[src/sv/b64_pkg.sv]
package b64_pkg;

    // characters per output line before a line feed
    localparam logic [6:0] LINE_CHARS = 7'd72;
    localparam logic [6:0] GROUP_CHARS = 7'd4;

    // special characters
    localparam logic [7:0] CHAR_LF  = 8'h0A;
    localparam logic [7:0] CHAR_NUL = 8'h00;
    localparam logic [7:0] CHAR_PAD = 8'h3D;

    // input op codes
    localparam logic OP_DATA  = 1'b0;
    localparam logic OP_FLUSH = 1'b1;

    // command queue between front and back
    localparam int QDEPTH = 4;
    localparam int QAW    = $clog2(QDEPTH);

    // maximum characters in one command
    localparam int CMD_CHARS = 6;
    localparam int CMD_LENW  = $clog2(CMD_CHARS + 1);

    // one request from the front: a short run of characters
    typedef struct packed {
        logic [CMD_CHARS-1:0][7:0] chars;
        logic [CMD_LENW-1:0]       len;
        logic                      term;
    } t_b64_cmd;

    // six-bit value to base64 character
    function automatic logic [7:0] b64_sym(input logic [5:0] v);
        logic [7:0] w;
        w = {2'b00, v};
        case (v) inside
            [6'd0:6'd25]:  return 8'h41 + w;
            [6'd26:6'd51]: return 8'h61 + w - 8'd26;
            [6'd52:6'd61]: return 8'h30 + w - 8'd52;
            6'd62:         return 8'h2B;
            default:       return 8'h2F;
        endcase
    endfunction

endpackage

[src/sv/b64_if.sv]
interface b64_in_if;
    logic       valid;
    logic       ready;
    logic       op;
    logic [7:0] data_byte;

    modport source (output valid, output op, output data_byte, input ready);
    modport sink   (input valid, input op, input data_byte, output ready);
endinterface

interface b64_out_if;
    logic       valid;
    logic       ready;
    logic [7:0] out_char;
    logic       is_last;

    modport source (output valid, output out_char, output is_last, input ready);
    modport sink   (input valid, input out_char, input is_last, output ready);
endinterface

[src/sv/b64_front.sv]
module b64_front (
    input  logic              i_clk,
    input  logic              i_rst_n,
    input  logic              i_valid,
    input  logic              i_op,
    input  logic [7:0]        i_data_byte,
    input  logic              i_q_not_full,
    output logic              o_ready,
    output logic              o_push,
    output b64_pkg::t_b64_cmd o_cmd
);

    logic [15:0] r_held, n_held;
    logic [1:0]  r_fill, n_fill;
    logic [6:0]  r_line, n_line;

    logic              accept;
    logic [7:0]        b0_pair;
    logic [7:0]        b1_pair;
    logic [7:0]        b0_single;
    logic [6:0]        line_sum;
    logic              lf_data;
    logic              lf_flush;
    b64_pkg::t_b64_cmd cmd;
    logic              push;

    assign o_ready  = i_q_not_full;
    assign accept   = i_valid & i_q_not_full;
    assign b0_pair  = r_held[15:8];
    assign b1_pair  = r_held[7:0];
    assign b0_single = r_held[7:0];
    assign line_sum = r_line + b64_pkg::GROUP_CHARS;
    assign lf_data  = (line_sum >= b64_pkg::LINE_CHARS);

    // classify the request and build the character run
    always_comb begin
        n_held   = r_held;
        n_fill   = r_fill;
        n_line   = r_line;
        push     = 1'b0;
        lf_flush = 1'b0;
        cmd      = '0;
        if (accept) begin
            if (i_op == b64_pkg::OP_DATA) begin
                if (r_fill < 2'd2) begin
                    n_held = {r_held[7:0], i_data_byte};
                    n_fill = r_fill + 2'd1;
                end else begin
                    // third byte closes a group
                    push          = 1'b1;
                    cmd.chars[0]  = b64_pkg::b64_sym(b0_pair[7:2]);
                    cmd.chars[1]  = b64_pkg::b64_sym({b0_pair[1:0], b1_pair[7:4]});
                    cmd.chars[2]  = b64_pkg::b64_sym({b1_pair[3:0], i_data_byte[7:6]});
                    cmd.chars[3]  = b64_pkg::b64_sym(i_data_byte[5:0]);
                    cmd.chars[4]  = b64_pkg::CHAR_LF;
                    cmd.len       = lf_data ? b64_pkg::CMD_LENW'(5) : b64_pkg::CMD_LENW'(4);
                    cmd.term      = 1'b0;
                    n_held        = '0;
                    n_fill        = 2'd0;
                    n_line        = lf_data ? 7'd0 : line_sum;
                end
            end else begin
                // end of message: remainder, optional line feed, terminator
                push     = 1'b1;
                cmd.term = 1'b1;
                case (r_fill)
                    2'd0: begin
                        lf_flush     = (r_line != 7'd0);
                        cmd.chars[0] = lf_flush ? b64_pkg::CHAR_LF : b64_pkg::CHAR_NUL;
                        cmd.chars[1] = b64_pkg::CHAR_NUL;
                        cmd.len      = lf_flush ? b64_pkg::CMD_LENW'(2)
                                                : b64_pkg::CMD_LENW'(1);
                    end
                    2'd1: begin
                        lf_flush     = (line_sum != 7'd0);
                        cmd.chars[0] = b64_pkg::b64_sym(b0_single[7:2]);
                        cmd.chars[1] = b64_pkg::b64_sym({b0_single[1:0], 4'b0000});
                        cmd.chars[2] = b64_pkg::CHAR_PAD;
                        cmd.chars[3] = b64_pkg::CHAR_PAD;
                        cmd.chars[4] = lf_flush ? b64_pkg::CHAR_LF : b64_pkg::CHAR_NUL;
                        cmd.chars[5] = b64_pkg::CHAR_NUL;
                        cmd.len      = lf_flush ? b64_pkg::CMD_LENW'(6)
                                                : b64_pkg::CMD_LENW'(5);
                    end
                    default: begin
                        lf_flush     = (line_sum != 7'd0);
                        cmd.chars[0] = b64_pkg::b64_sym(b0_pair[7:2]);
                        cmd.chars[1] = b64_pkg::b64_sym({b0_pair[1:0], b1_pair[7:4]});
                        cmd.chars[2] = b64_pkg::b64_sym({b1_pair[3:0], 2'b00});
                        cmd.chars[3] = b64_pkg::CHAR_PAD;
                        cmd.chars[4] = lf_flush ? b64_pkg::CHAR_LF : b64_pkg::CHAR_NUL;
                        cmd.chars[5] = b64_pkg::CHAR_NUL;
                        cmd.len      = lf_flush ? b64_pkg::CMD_LENW'(6)
                                                : b64_pkg::CMD_LENW'(5);
                    end
                endcase
                n_held = '0;
                n_fill = 2'd0;
                n_line = 7'd0;
            end
        end
    end

    assign o_push = push;
    assign o_cmd  = cmd;

    // group and line state
    always_ff @(posedge i_clk) begin
        if (!i_rst_n) begin
            r_held <= '0;
            r_fill <= 2'd0;
            r_line <= 7'd0;
        end else begin
            r_held <= n_held;
            r_fill <= n_fill;
            r_line <= n_line;
        end
    end

endmodule

[src/sv/b64_queue.sv]
module b64_queue (
    input  logic              i_clk,
    input  logic              i_rst_n,
    input  logic              i_push,
    input  b64_pkg::t_b64_cmd i_cmd,
    input  logic              i_pop,
    output logic              o_not_full,
    output logic              o_not_empty,
    output b64_pkg::t_b64_cmd o_cmd
);

    b64_pkg::t_b64_cmd          r_slot [b64_pkg::QDEPTH];
    logic [b64_pkg::QAW-1:0]    r_wr_ptr, n_wr_ptr;
    logic [b64_pkg::QAW-1:0]    r_rd_ptr, n_rd_ptr;
    logic [b64_pkg::QAW:0]      r_count, n_count;
    logic                       do_push;
    logic                       do_pop;

    assign o_not_full  = (r_count != (b64_pkg::QAW+1)'(b64_pkg::QDEPTH));
    assign o_not_empty = (r_count != '0);
    assign o_cmd       = r_slot[r_rd_ptr];
    assign do_push     = i_push & o_not_full;
    assign do_pop      = i_pop & o_not_empty;

    // pointer and occupancy update
    always_comb begin
        n_wr_ptr = do_push ? r_wr_ptr + 1'b1 : r_wr_ptr;
        n_rd_ptr = do_pop ? r_rd_ptr + 1'b1 : r_rd_ptr;
        n_count  = r_count;
        if (do_push && !do_pop) begin
            n_count = r_count + 1'b1;
        end else if (!do_push && do_pop) begin
            n_count = r_count - 1'b1;
        end
    end

    always_ff @(posedge i_clk) begin
        if (!i_rst_n) begin
            r_wr_ptr <= '0;
            r_rd_ptr <= '0;
            r_count  <= '0;
        end else begin
            r_wr_ptr <= n_wr_ptr;
            r_rd_ptr <= n_rd_ptr;
            r_count  <= n_count;
        end
    end

    // slot storage
    always_ff @(posedge i_clk) begin
        if (do_push) begin
            r_slot[r_wr_ptr] <= i_cmd;
        end
    end

endmodule

[src/sv/b64_back.sv]
module b64_back (
    input  logic              i_clk,
    input  logic              i_rst_n,
    input  logic              i_q_not_empty,
    input  b64_pkg::t_b64_cmd i_q_cmd,
    output logic              o_pop,
    input  logic              i_out_ready,
    output logic              o_out_valid,
    output logic [7:0]        o_out_char,
    output logic              o_out_last
);

    b64_pkg::t_b64_cmd            r_cmd;
    logic                         r_cmd_valid;
    logic [b64_pkg::CMD_LENW-1:0] r_pos;
    logic                         r_out_valid;
    logic [7:0]                   r_out_char;
    logic                         r_out_last;

    logic out_adv;
    logic emit;
    logic at_end;
    logic done;
    logic pop;

    // one character per cycle into the output register while that register is empty or being taken
    assign out_adv = ~r_out_valid | i_out_ready;
    assign emit    = r_cmd_valid & out_adv;
    assign at_end  = (r_pos == r_cmd.len - 1'b1);
    assign done    = emit & at_end;
    assign pop     = i_q_not_empty & (~r_cmd_valid | done);
    assign o_pop   = pop;

    // current request and position in it
    always_ff @(posedge i_clk) begin
        if (!i_rst_n) begin
            r_cmd_valid <= 1'b0;
            r_pos       <= '0;
        end else if (pop) begin
            r_cmd_valid <= 1'b1;
            r_pos       <= '0;
        end else if (done) begin
            r_cmd_valid <= 1'b0;
        end else if (emit) begin
            r_pos <= r_pos + 1'b1;
        end
    end

    always_ff @(posedge i_clk) begin
        if (pop) begin
            r_cmd <= i_q_cmd;
        end
    end

    // output register
    always_ff @(posedge i_clk) begin
        if (!i_rst_n) begin
            r_out_valid <= 1'b0;
        end else if (emit) begin
            r_out_valid <= 1'b1;
        end else if (i_out_ready) begin
            r_out_valid <= 1'b0;
        end
    end

    always_ff @(posedge i_clk) begin
        if (emit) begin
            r_out_char <= r_cmd.chars[r_pos];
            r_out_last <= r_cmd.term & at_end;
        end
    end

    assign o_out_valid = r_out_valid;
    assign o_out_char  = r_out_char;
    assign o_out_last  = r_out_last;

endmodule

[src/sv/base64_stream_encoder_top.sv]
// input bytes are taken one per cycle while the command queue has room
// output gives one character per cycle while it is taken and requests are queued
// a group's first character passes the queue, request and output registers
// end of message gives one to six characters, the last one is the terminator
// reset (synchronous, active low) clears group, line count, queue and output
module base64_stream_encoder_top (
    input  logic       i_clk,
    input  logic       i_rst_n,
    b64_in_if.sink     i_in,
    b64_out_if.source  o_out
);

    logic              push;
    b64_pkg::t_b64_cmd push_cmd;
    logic              q_not_full;
    logic              q_not_empty;
    b64_pkg::t_b64_cmd q_cmd;
    logic              pop;
    logic              front_ready;

    // front: group assembly and line counting
    b64_front u_front (
        .i_clk        (i_clk),
        .i_rst_n      (i_rst_n),
        .i_valid      (i_in.valid),
        .i_op         (i_in.op),
        .i_data_byte  (i_in.data_byte),
        .i_q_not_full (q_not_full),
        .o_ready      (front_ready),
        .o_push       (push),
        .o_cmd        (push_cmd)
    );

    assign i_in.ready = front_ready;

    // request queue
    b64_queue u_queue (
        .i_clk       (i_clk),
        .i_rst_n     (i_rst_n),
        .i_push      (push),
        .i_cmd       (push_cmd),
        .i_pop       (pop),
        .o_not_full  (q_not_full),
        .o_not_empty (q_not_empty),
        .o_cmd       (q_cmd)
    );

    // back: character sequencing
    b64_back u_back (
        .i_clk         (i_clk),
        .i_rst_n       (i_rst_n),
        .i_q_not_empty (q_not_empty),
        .i_q_cmd       (q_cmd),
        .o_pop         (pop),
        .i_out_ready   (o_out.ready),
        .o_out_valid   (o_out.valid),
        .o_out_char    (o_out.out_char),
        .o_out_last    (o_out.is_last)
    );

endmodule

[src/flat_wrapper.sv]
// flat-port wrapper written by rule: the top's interface ports become plain ports
module base64_stream_encoder_top_flat 
  (i_clk, i_rst_n, i_in_valid, i_in_op, i_in_data_byte, i_in_ready, o_out_valid, o_out_out_char, o_out_is_last, o_out_ready);
  b64_in_if i_in_i ();
  b64_out_if o_out_i ();
  input  logic i_clk;
  input  logic i_rst_n;
  input wire logic [$bits(i_in_i.valid)-1:0] i_in_valid;
  input wire logic [$bits(i_in_i.op)-1:0] i_in_op;
  input wire logic [$bits(i_in_i.data_byte)-1:0] i_in_data_byte;
  output wire logic [$bits(i_in_i.ready)-1:0] i_in_ready;
  output wire logic [$bits(o_out_i.valid)-1:0] o_out_valid;
  output wire logic [$bits(o_out_i.out_char)-1:0] o_out_out_char;
  output wire logic [$bits(o_out_i.is_last)-1:0] o_out_is_last;
  input wire logic [$bits(o_out_i.ready)-1:0] o_out_ready;
  assign i_in_i.valid = i_in_valid;
  assign i_in_i.op = i_in_op;
  assign i_in_i.data_byte = i_in_data_byte;
  assign i_in_ready = i_in_i.ready;
  assign o_out_valid = o_out_i.valid;
  assign o_out_out_char = o_out_i.out_char;
  assign o_out_is_last = o_out_i.is_last;
  assign o_out_i.ready = o_out_ready;
  base64_stream_encoder_top u_core (.i_clk(i_clk), .i_rst_n(i_rst_n), .i_in(i_in_i), .o_out(o_out_i));
endmodule
[config.mk]
export PLATFORM = sky130hd
export DESIGN_NAME = base64_stream_encoder_top_flat
export DESIGN_NICKNAME = d
export VERILOG_FILES = /design/src/sv/b64_pkg.sv /design/src/sv/b64_if.sv /design/src/sv/b64_front.sv /design/src/sv/b64_queue.sv /design/src/sv/b64_back.sv /design/src/sv/base64_stream_encoder_top.sv /design/src/flat_wrapper.sv
export SDC_FILE = /design/constraint.sdc
export NUM_CORES = 1
export LEC_CHECK = 0
export ABC_AREA = 1
export BUFFER_PORTS_ARGS = -buffer_cell sky130_fd_sc_hd__buf_4
export CELL_PAD_IN_SITES_DETAIL_PLACEMENT = 0
export CELL_PAD_IN_SITES_GLOBAL_PLACEMENT = 2
export CORE_MARGIN = 2
export CORE_UTILIZATION = 44
export CTS_CLUSTER_SIZE = 24
export DETAILED_ROUTE_END_ITERATION = 10
export MAX_ROUTING_LAYER = met4
export PLACE_DENSITY = 0.87
export SETUP_SLACK_MARGIN = 0.2
export SLEW_MARGIN = 20
export SYNTH_ARGS = -nofsm -noshare
export SYNTH_HDL_FRONTEND = slang
export SYNTH_SLANG_ARGS = --single-unit
export TNS_END_PERCENT = 1
[constraint.sdc]
create_clock -name i_clk -period 4.5 [get_ports i_clk]
set_input_delay 0.225 -clock i_clk [delete_from_list [all_inputs] [get_ports i_clk]]
set_output_delay 0.225 -clock i_clk [all_outputs]
set_load 0.02 [all_outputs]
# Yosys cells after proc, flatten, opt, wreduce, memory -nomap -nowiden
# Memories as Yosys holds them, arrays and structs flattened. A register that Yosys moved wholly into a read port is not among the register bits.
# Index checks and enable logic that the tools add are counted.
dict set report totals {
  reg_bits 46
  latchBits 0
  ramBits 208
  romBits 0
  output_inout_bits 11
  memories 1
}
dict set report op_classes {
  add_sub_neg 43
  multipliers 0
  div 0
  n_lt_le_gt_ge 45
  eq_ne 9
  shift 0
  n_mux 57
  n_bitwise 13
  n_reduce_logical 35
}
# memory depth word_bits rd rd_clocked_by_memory_dff wr line
set memory_table {}
lappend memory_table {u_core.u_queue.r_slot 4 52 1 1 1 b64_queue.sv:12} ;# b64_pkg::t_b64_cmd r_slot [b64_pkg::QDEPTH];
# cell n
set op_table {}
lappend op_table {{8-bit 2-to-1 mux} 23}
lappend op_table {{7-bit by 6-bit adder with 8-bit output (first input constant)} 14}
lappend op_table {{6-bit less-or-equal comparator (second input constant)} 14}
lappend op_table {{7-bit by 6-bit subtractor with 8-bit output (second input constant)} 7}
lappend op_table {{8-bit by 5-bit subtractor with 8-bit output (second input constant)} 7}
lappend op_table {{52-bit 2-to-1 mux} 1}
lappend op_table {{6-bit by 6-bit adder with 7-bit output (first input constant)} 7}
lappend op_table {{44-bit 2-to-1 mux} 1}
lappend op_table {{6-bit by 1-bit greater-or-equal comparator with 1-bit output (second input constant)} 7}
lappend op_table {{6-bit by 5-bit greater-or-equal comparator with 1-bit output (second input constant)} 7}
lappend op_table {{6-bit greater-or-equal comparator (second input constant)} 7}
lappend op_table {{6-bit by 5-bit less-or-equal comparator with 1-bit output (second input constant)} 7}
lappend op_table {{40-bit 2-to-1 mux} 1}
lappend op_table {{20-bit case mux with 2 select lines} 1}
lappend op_table {{19-bit case mux with 2 select lines} 1}
lappend op_table {{16-bit 2-to-1 mux} 2}
lappend op_table {{6-bit equality test (second input constant)} 5}
lappend op_table {{8-bit binary-select mux with 3-bit select} 1}
lappend op_table {{1-bit logical AND} 23}
lappend op_table {{3-bit 2-to-1 mux} 7}
lappend op_table {{7-bit 2-to-1 mux} 3}
lappend op_table {{7-bit nonzero test} 2}
lappend op_table {{1-bit 2-to-1 mux} 10}
lappend op_table {{2-bit 2-to-1 mux} 4}
lappend op_table {{21 further kinds} 40}

# Depth between registers and ports, before layout
# Gate-level depths: netlist of run 1.
dict set report logic_depth {
  depth_word 10
  ltp_mapped 15
  mapped_depth_nobuf 14
}

# Cells and area by module
# From an unflattened synthesis of run 1, not the netlist that was laid out.
dict set report hier_totals {
  cells_unflattened 1522
  hier_area_um2 15818.9
}
# mod n_inst cells_each area_per_inst_um2 seq_area_each_um2
set modules_own_cells {}
lappend modules_own_cells {b64_queue 1 570 8740.9 6426.2}
lappend modules_own_cells {b64_front 1 751 4496.8 460.4}
lappend modules_own_cells {b64_back 1 201 2581.2 1931.9}

# Worst setup path after synthesis of run 1
# No wires, ideal clock.
dict set report synth_path {
  kind {reg-to-reg}
  from {register u_core.u_queue.r_count[0] (netlist name)}
  to {memory u_core.u_queue.r_slot[0][0] (netlist name), enable pin}
  setup_time_ns 0.431
  arrival_ns 2.648
  path_slack_ns 1.421
  path_stages_with_launch 8
  n_path_buf 1
  synth_period_minus_slack_ns 3.079
  path_cell_list {dfxtp_1 > nor2_1 > nand2_2 > nand2_4 > nor2_4 > inv_2 > buf_2 > nor2_1}
}
dict set report synth_via {
  elab_chain_cells 6
}
# item line
set synth_lines {}
lappend synth_lines {{from (decl)} b64_queue.sv:15} ;# logic [b64_pkg::QAW:0] r_count, n_count;
lappend synth_lines {{from (signal assigned)} b64_queue.sv:45} ;# r_count <= n_count;
lappend synth_lines {{3-bit inequality test *} b64_queue.sv:19} ;# assign o_not_full = (r_count != (b64_pkg::QAW+1)'(b64_pkg::QDEPTH));
lappend synth_lines {{named net i_in_ready} flat_wrapper.sv:11} ;# output wire logic [$bits(i_in_i.ready)-1:0] i_in_ready;
lappend synth_lines {{1-bit bitwise AND} b64_front.sv:28} ;# assign accept = i_valid & i_q_not_full;
lappend synth_lines {{1-bit 2-to-1 mux} b64_front.sv:43} ;# if (accept) begin
lappend synth_lines {{1-bit bitwise AND *} b64_queue.sv:22} ;# assign do_push = i_push & o_not_full;
lappend synth_lines {{named net u_core.u_queue.do_push} b64_queue.sv:16} ;# logic do_push;
lappend synth_lines {{1-bit 2-to-1 mux *} b64_queue.sv:51} ;# if (do_push) begin
lappend synth_lines {{1-bit 2-to-1 mux (not written as such) *} b64_queue.sv:52} ;# r_slot[r_wr_ptr] <= i_cmd;
lappend synth_lines {{to (decl)} b64_queue.sv:12}
# Mark *: on every way through the listed nets, which the timed path passes. The rest lies on a longest branch.

==> results of run 1 <==
[power by group through the flow]
stage	combinational (mW)	clock (mW)	sequential [mW]
3_5_place_dp	2.04	0	3.09
4_1_cts	2.05	2.29	3.04
6_report	2.04	2.25	3.04
2_1_floorplan	1.44	0	3.03
5_1_grt	2.29	2.38	3.08
3_3_place_gp	2.03	0	3.08
[repair_timing]
action	in CTS	in global routing
hold endpoints to repair	7	0
setup endpoints to repair	0	0
resized for setup	0	0
buffers inserted	0	0
hold buffers	2	0
[Yosys cell counts (5+ instances only)]
master	n	share of area (%)
inv_2	32	1.0
clkinv_1	5	0.16
nand2_2	13	0.68
nor3_1	8	0.33
clkbuf_1	25	0.78
nand2_1	177	5.5
dfxtp_1	35	5.8
nor2_2	6	0.31
xor2_1	20	1.5
nand3_1	74	3.1
buf_4	10	0.63
xnor2_1	11	0.80
edfxtp_1	194	49
a21oi_1	95	4.0
inv_1	73	2.3
o21ai_0	117	4.9
o21ai_1	18	0.75
buf_2	17	0.71
nand4_1	12	0.63
nor2_1	169	5.3
nor2_4	6	0.56
a211oi_1	16	1.0
o21ai_2	6	0.44
o22ai_1	37	1.9
ha_1	52	5.4
buf_1	5	0.16
[routing by layer]
metal	wire (um)	part of all wire, %	track usage, %	vias up
met5	0	0	-	-
met4	855	2.9	6.763	0
met3	1200	4.1	3.172	51
met2	13710	46	33.33	216
met1	13800	47	28.81	4024
li1	-	-	-	4417
[state kept, by name, summed over array words and instances, names as in the netlist]
| register | count |
|---|---|
| u_core.u_back.r_pos | 3 |
| u_core.u_queue.r_rd_ptr | 2 |
| u_core.u_front.r_line | 5 |
| u_core.u_back.o_out_valid | 1 |
| u_core.u_back.r_cmd_valid | 1 |
| u_core.u_back.o_out_last | 1 |
| u_core.u_queue.r_slot | 148 |
| u_core.u_front.r_fill | 2 |
| u_core.u_queue.r_wr_ptr | 2 |
| u_core.u_queue.r_count | 3 |
| u_core.u_front.r_held | 16 |
| u_core.u_back.o_out_char | 8 |
| u_core.u_back.r_cmd | 37 |
[area by class of cell]
cell class	instances	area [sq um]
Clock buffer	31	669.4
Inverter	111	420.4
Sequential cell	229	6528
Fill cell	2473	13450
Tap cell	341	426.7
Timing Repair Buffer	34	325.3
Multi-Input combinational cell	871	4803
Clock inverter	16	254.0
[per-stage QoR]
stage,hold WS [ps],util [%],power [mW]
after floorplan,424.8,-,4.470
after global routing,73.26,49.96,7.744
after CTS,43.43,49.95,7.384
after global placement,484.8,46.09,5.115
final,55.11,49.96,7.327
after detailed placement,492.4,46.44,5.123
[final timing paths]
path | start | to
max | u_core.u_front.r_held[3]$_SDFFE_PN0P_ | u_core.u_queue.r_slot[1][11]$_DFFE_PP_
min | i_in_data_byte[1] | u_core.u_front.r_held[1]$_SDFFE_PN0P_
max reg2reg | u_core.u_front.r_held[3]$_SDFFE_PN0P_ | u_core.u_queue.r_slot[1][11]$_DFFE_PP_
min reg2reg | u_core.u_front.r_line[6]$_SDFFE_PN0N_ | u_core.u_front.r_line[6]$_SDFFE_PN0N_
[critical path, stage by stage (launching register included)]
cell,delay (ps)
dfxtp_1,620
inv_1,290
ha_1,350
nor2_1,170
nand3_1,130
o21ai_4,160
inv_2,120
o21ai_0,120
nand4_1,120
a21oi_1,440
[cell families (layout without fill, tap and decap cells)]
logic type               Yosys count  count (layout)  share of synthesized area [%]
AND/OR/NAND/NOR                  474             474                          17.04
buffers and inverters            169             192                          5.858
adder cells (fa/ha/maj)           53              53                          5.587
AO/OA/AOI/OAI                    313             313                          14.88
XOR/XNOR                          31              31                          2.262
flip-flops                       229             229                          54.37
==> results_dict.tcl, run 1 <==
set metrics [dict create \
    finClkSkew_ps 14.26 \
    placed_area_sq_mm 0.01248 \
    ys_ff_latch 229 \
    placed_cells 1584 \
    synthCells 1269 \
    tightest_slew_ps 1083 \
    p_leak_nw 5.129 \
    cp_data_arrival_time_ps 3070 \
    first_pass_iters 7 \
    whs_path_depth 3 \
    antenna_found_initial 0 \
    clock_latency_ps 540 \
    vias 8708 \
    overflow 0 \
    die_y_um 169.2 \
    diodes 0 \
    cp_max_fo 11 \
    fmax_mhz 357.2 \
    cp-end-kind "flop" \
    place_ws_ps 1747 \
    path_clk_slew_ps 60 \
    ir_drop_v 0.0002770 \
    grt_setup_unrepaired "no" \
    cts_root_buffer "clkbuf_16" \
    finalInstanceArea_sq_mm 0.01343 \
    final_cell_mix "edfxtp_1, nand2_1, nor2_1, o21ai_0, a21oi_1" \
    finalSetupViolations 0 \
    power_frac_comb_pct 27.8 \
    reg2regPathDepth 9 \
    wire_per_inst_um 18.10 \
    ys_warn_count 0 \
    drc 0 \
    grt_pass1_wl_mm 45.89 \
    ys_seq_area_share_pct 54.37 \
    syn_area_sq_mm 0.01200 \
    crit_path_start_kind "flop" \
    drtIter0Drc 878 \
    area_delta_synth_final_pct 11.86 \
    gp_congestion 0.9547 \
    post-route-min-period_ps 2799 \
    grt_max_degree 76 \
    core-area_sq_mm 0.02688 \
    maxCapViolCount 0 \
    cts-htree-levels 1 \
    io_buffers 23 \
    dieArea_sq_mm 0.02862 \
    clockBufferDepth 3 \
    async_flop_share_pct 0 \
    rows 60 \
    cts_made_buffers 26 \
    worst_slack_ps 1701 \
    cp_data_required_time_ps 4770 \
    initial_core_util_pct 44.66 \
    grtUsageTotal_pct 21.30 \
    pwr-share-seq_pct 41.5 \
    hp-class "in -> reg" \
    swShare_pct 33.55 \
    io_pins 24 \
    layout_commonest_cell "edfxtp_1" \
    setup_tns_ps 0 \
    maxSlewHeadroom_pct 27.82 \
    clock_sinks 229 \
    layout-drive-gt1-share_pct 11.76 \
    ys.flop_type "edfxtp_1" \
    vias_per_cell 5.333 \
    status "complete, no violations" \
    finalMaxSlewViolations 0 \
    netSwitchingPower_mw 2.458 \
    antenna_left 0 \
    dp_hpwl_mm 21.01 \
    clockPowerShare_pct 30.7 \
    finalHoldViolCount 0 \
    critical_path_class "reg -> reg" \
    fin_crit_sh_pct 62.20 \
    internal-power_mw 4.869 \
    layout.cells.non_filler 1633 \
    synth-edff-count 194 \
    pwr_density_cell_mw_per_mm2 545.7 \
    r2r_slack_ps 1700 \
    syn_nets 1335 \
    first_global_vias 8104 \
    avgSynthCellArea_sq_um 9.458 \
    cts_tree "built" \
    nets 1339 \
    die_x_um 169.2 \
    ys_types 49 \
    wirelength_mm 29.56 \
]
No activity file was read; power rests on OpenSTA's default activity.
==> run 2: changes to the inputs <==
--- a/config.mk
+++ b/config.mk
@@ -10,11 +10,11 @@
 export CELL_PAD_IN_SITES_DETAIL_PLACEMENT = 0
 export CELL_PAD_IN_SITES_GLOBAL_PLACEMENT = 2
 export CORE_MARGIN = 2
-export CORE_UTILIZATION = 44
+export CORE_UTILIZATION = 37
 export CTS_CLUSTER_SIZE = 24
 export DETAILED_ROUTE_END_ITERATION = 10
 export MAX_ROUTING_LAYER = met4
-export PLACE_DENSITY = 0.87
+export PLACE_DENSITY = 0.78
 export SETUP_SLACK_MARGIN = 0.2
 export SLEW_MARGIN = 20
 export SYNTH_ARGS = -nofsm -noshare
==> constraint.sdc (replaced) <==
create_clock -name i_clk -period 2.55 [get_ports i_clk]
set_input_delay 0.1275 -clock i_clk [delete_from_list [all_inputs] [get_ports i_clk]]
set_output_delay 0.1275 -clock i_clk [all_outputs]
set_load 0.02 [all_outputs]
==> run 2 against run 1 <==
  * Utilization fell by 6.6 points
  * Combinational power grew 94%
  * Global-route usage decreased by 2.1 points
  * Via count is 2.9% higher
  * Critical path depth grew 5
  * Sequential share of layout area down 1.2 points
  * Critical path type unchanged
  * Largest power group unchanged
==> results_dict.tcl, run 2 (same netlist as run 1, synthesis figures left out) <==
set metrics [dict create \
    status "complete, no violations" \
    diodes 0 \
    vias 8961 \
    core-area_sq_mm 0.03172 \
    layout.cells.non_filler 1737 \
    io_pins 24 \
    reg_top3 "u_core.u_queue.r_slot (148), u_core.u_back.r_cmd (37), u_core.u_front.r_held (16)" \
    seqCellArea_sq_mm 0.006530 \
    antenna_left 0 \
    placed_cells 1681 \
    dieArea_sq_mm 0.03390 \
    multiInputGateArea_sq_mm 0.004825 \
    gp_congestion 0.9373 \
    fmax_mhz 451.6 \
    finClkSkew_ps 23.57 \
    clock_sinks 229 \
    maxSlewHeadroom_pct 48.63 \
    io_buffers 23 \
    die_x_um 184.1 \
    antenna_found_initial 0 \
    wire_per_inst_um 17.91 \
    setup_tns_ps 0 \
    first_global_vias 8561 \
    crit_path_start_kind "flop" \
    cts_tree "built" \
    tightest_slew_ps 770.6 \
    hp-class "in -> reg" \
    grt_pass1_wl_mm 49.05 \
    die_y_um 184.1 \
    drc 0 \
    path_clk_slew_ps 60 \
    grt_max_degree 77 \
    largest_reg_flops 148 \
    maxCapViolCount 0 \
    n_fill_cell 3049 \
    p_leak_nw 5.284 \
    fin_crit_sh_pct 86.84 \
    clockBufferDepth 3 \
    area_delta_synth_final_pct 14.65 \
    nets 1380 \
    cp-end-kind "flop" \
    top_register "u_core.u_queue.r_slot" \
    critical_path_class "reg -> reg" \
    holdWs_ps 29.54 \
    r2r_slack_ps 340 \
    cts_made_buffers 27 \
    cp_max_fo 7 \
    pwr_density_cell_mw_per_mm2 925.4 \
    finalHoldViolCount 0 \
    cts_root_buffer "clkbuf_16" \
    vias_per_cell 5.159 \
    wirelength_mm 31.12 \
    overflow 0 \
    dp_hpwl_mm 21.82 \
    grtUsageTotal_pct 19.17 \
    layout-drive-gt1-share_pct 14.83 \
    initial_core_util_pct 37.84 \
    cts-htree-levels 1 \
    final_cell_mix "edfxtp_1, nand2_1, nor2_1, o21ai_0, a21oi_1" \
    first_pass_iters 7 \
    drtIter0Drc 743 \
    cp_data_required_time_ps 2770 \
    grt_setup_unrepaired "yes" \
    layout_commonest_cell "edfxtp_1" \
    ir_drop_v 0.0005410 \
    finalSetupViolations 0 \
    rows 65 \
    cp_data_arrival_time_ps 2440 \
    clock_latency_ps 530 \
    finalMaxSlewViolations 0 \
    post-route-min-period_ps 2214 \
]
## run 2: cell count changes in the layout (fill, tap and decap cells not counted), sizes merged
cell         change
buf             +36
bufinv           -5
clkinv           +5
dlygate4sd3      +4
clkinvlp         +2
inv              +1
## run 2: cell type report
| cell class | count | area share [%] |
|---|---|---|
| clock buffer | 31 | 5.019 |
| clock inverter | 19 | 0.9820 |
| inverter | 111 | 3.046 |
| multi-input combinational | 871 | 35.06 |
| sequential | 229 | 47.45 |
| tap | 402 | 3.655 |
| timing repair buffer | 74 | 4.783 |
## run 2: worst paths after layout
kind / startpoint / end / cells past startpoint
hold reg to reg: u_core.u_front.r_line[6]$_SDFFE_PN0N_ / u_core.u_front.r_line[6]$_SDFFE_PN0N_ / 2
hold / removal: i_in_data_byte[0] / u_core.u_front.r_held[0]$_SDFFE_PN0P_ / 3
setup reg to reg: u_core.u_front.r_held[3]$_SDFFE_PN0P_ / u_core.u_queue.r_slot[2][9]$_DFFE_PP_ / 14
setup / recovery: u_core.u_front.r_held[3]$_SDFFE_PN0P_ / u_core.u_queue.r_slot[2][9]$_DFFE_PP_ / 14
## run 2: stage by stage
stage                     instance area, sq um  setup WS (ps)  util (%)  power, mW
after detailed placement                 12850          199.1     40.52      9.291
final                                    13760          335.6     43.38      12.73
after global routing                     13760          139.2     43.38      13.53
after CTS                                13740          199.4     43.31      12.84
after floorplan                          12010          75.76         -      7.888
after global placement                   12850          233.5     40.52      9.281
## run 2: critical path, stage by stage (launching register included)
cell     delay [ps]
dfxtp_1         340
buf_4           170
ha_1            270
buf_4           190
nand3_1          70
nand2_1          70
nand2_1          70
nand2_2         130
inv_2            90
nor2_4          100
nand3_1          70
nand2_1          60
nand2_1          50
nand3_1          80
nand2_1         130
## run 2: power breakdown
part | switching (mW) | internal [mW] | leakage (nW) | total [mW]
Sequential | 0.271 | 5.01 | 2.18 | 5.28
Clock | 1.46 | 2.05 | 0.399 | 3.51
Combinational | 2.68 | 1.27 | 2.71 | 3.95
## run 2: per-layer routing
metal / GRT usage, % / part of all wire [%] / wire length, um
met1: 26.04 / 47 / 14670
met2: 30.90 / 46 / 14440
met5: - / 0 / 0
met4: 4.384 / 1.8 / 571
met3: 2.233 / 4.6 / 1428
## run 2: repair_timing
action                     in CTS  in global routing
hold buffers                    6                  0
resized for setup               1                 12
setup buffers                   0                  0
pin swaps                       0                  3
setup endpoints to repair       9                 60
hold endpoints to repair       13                  0
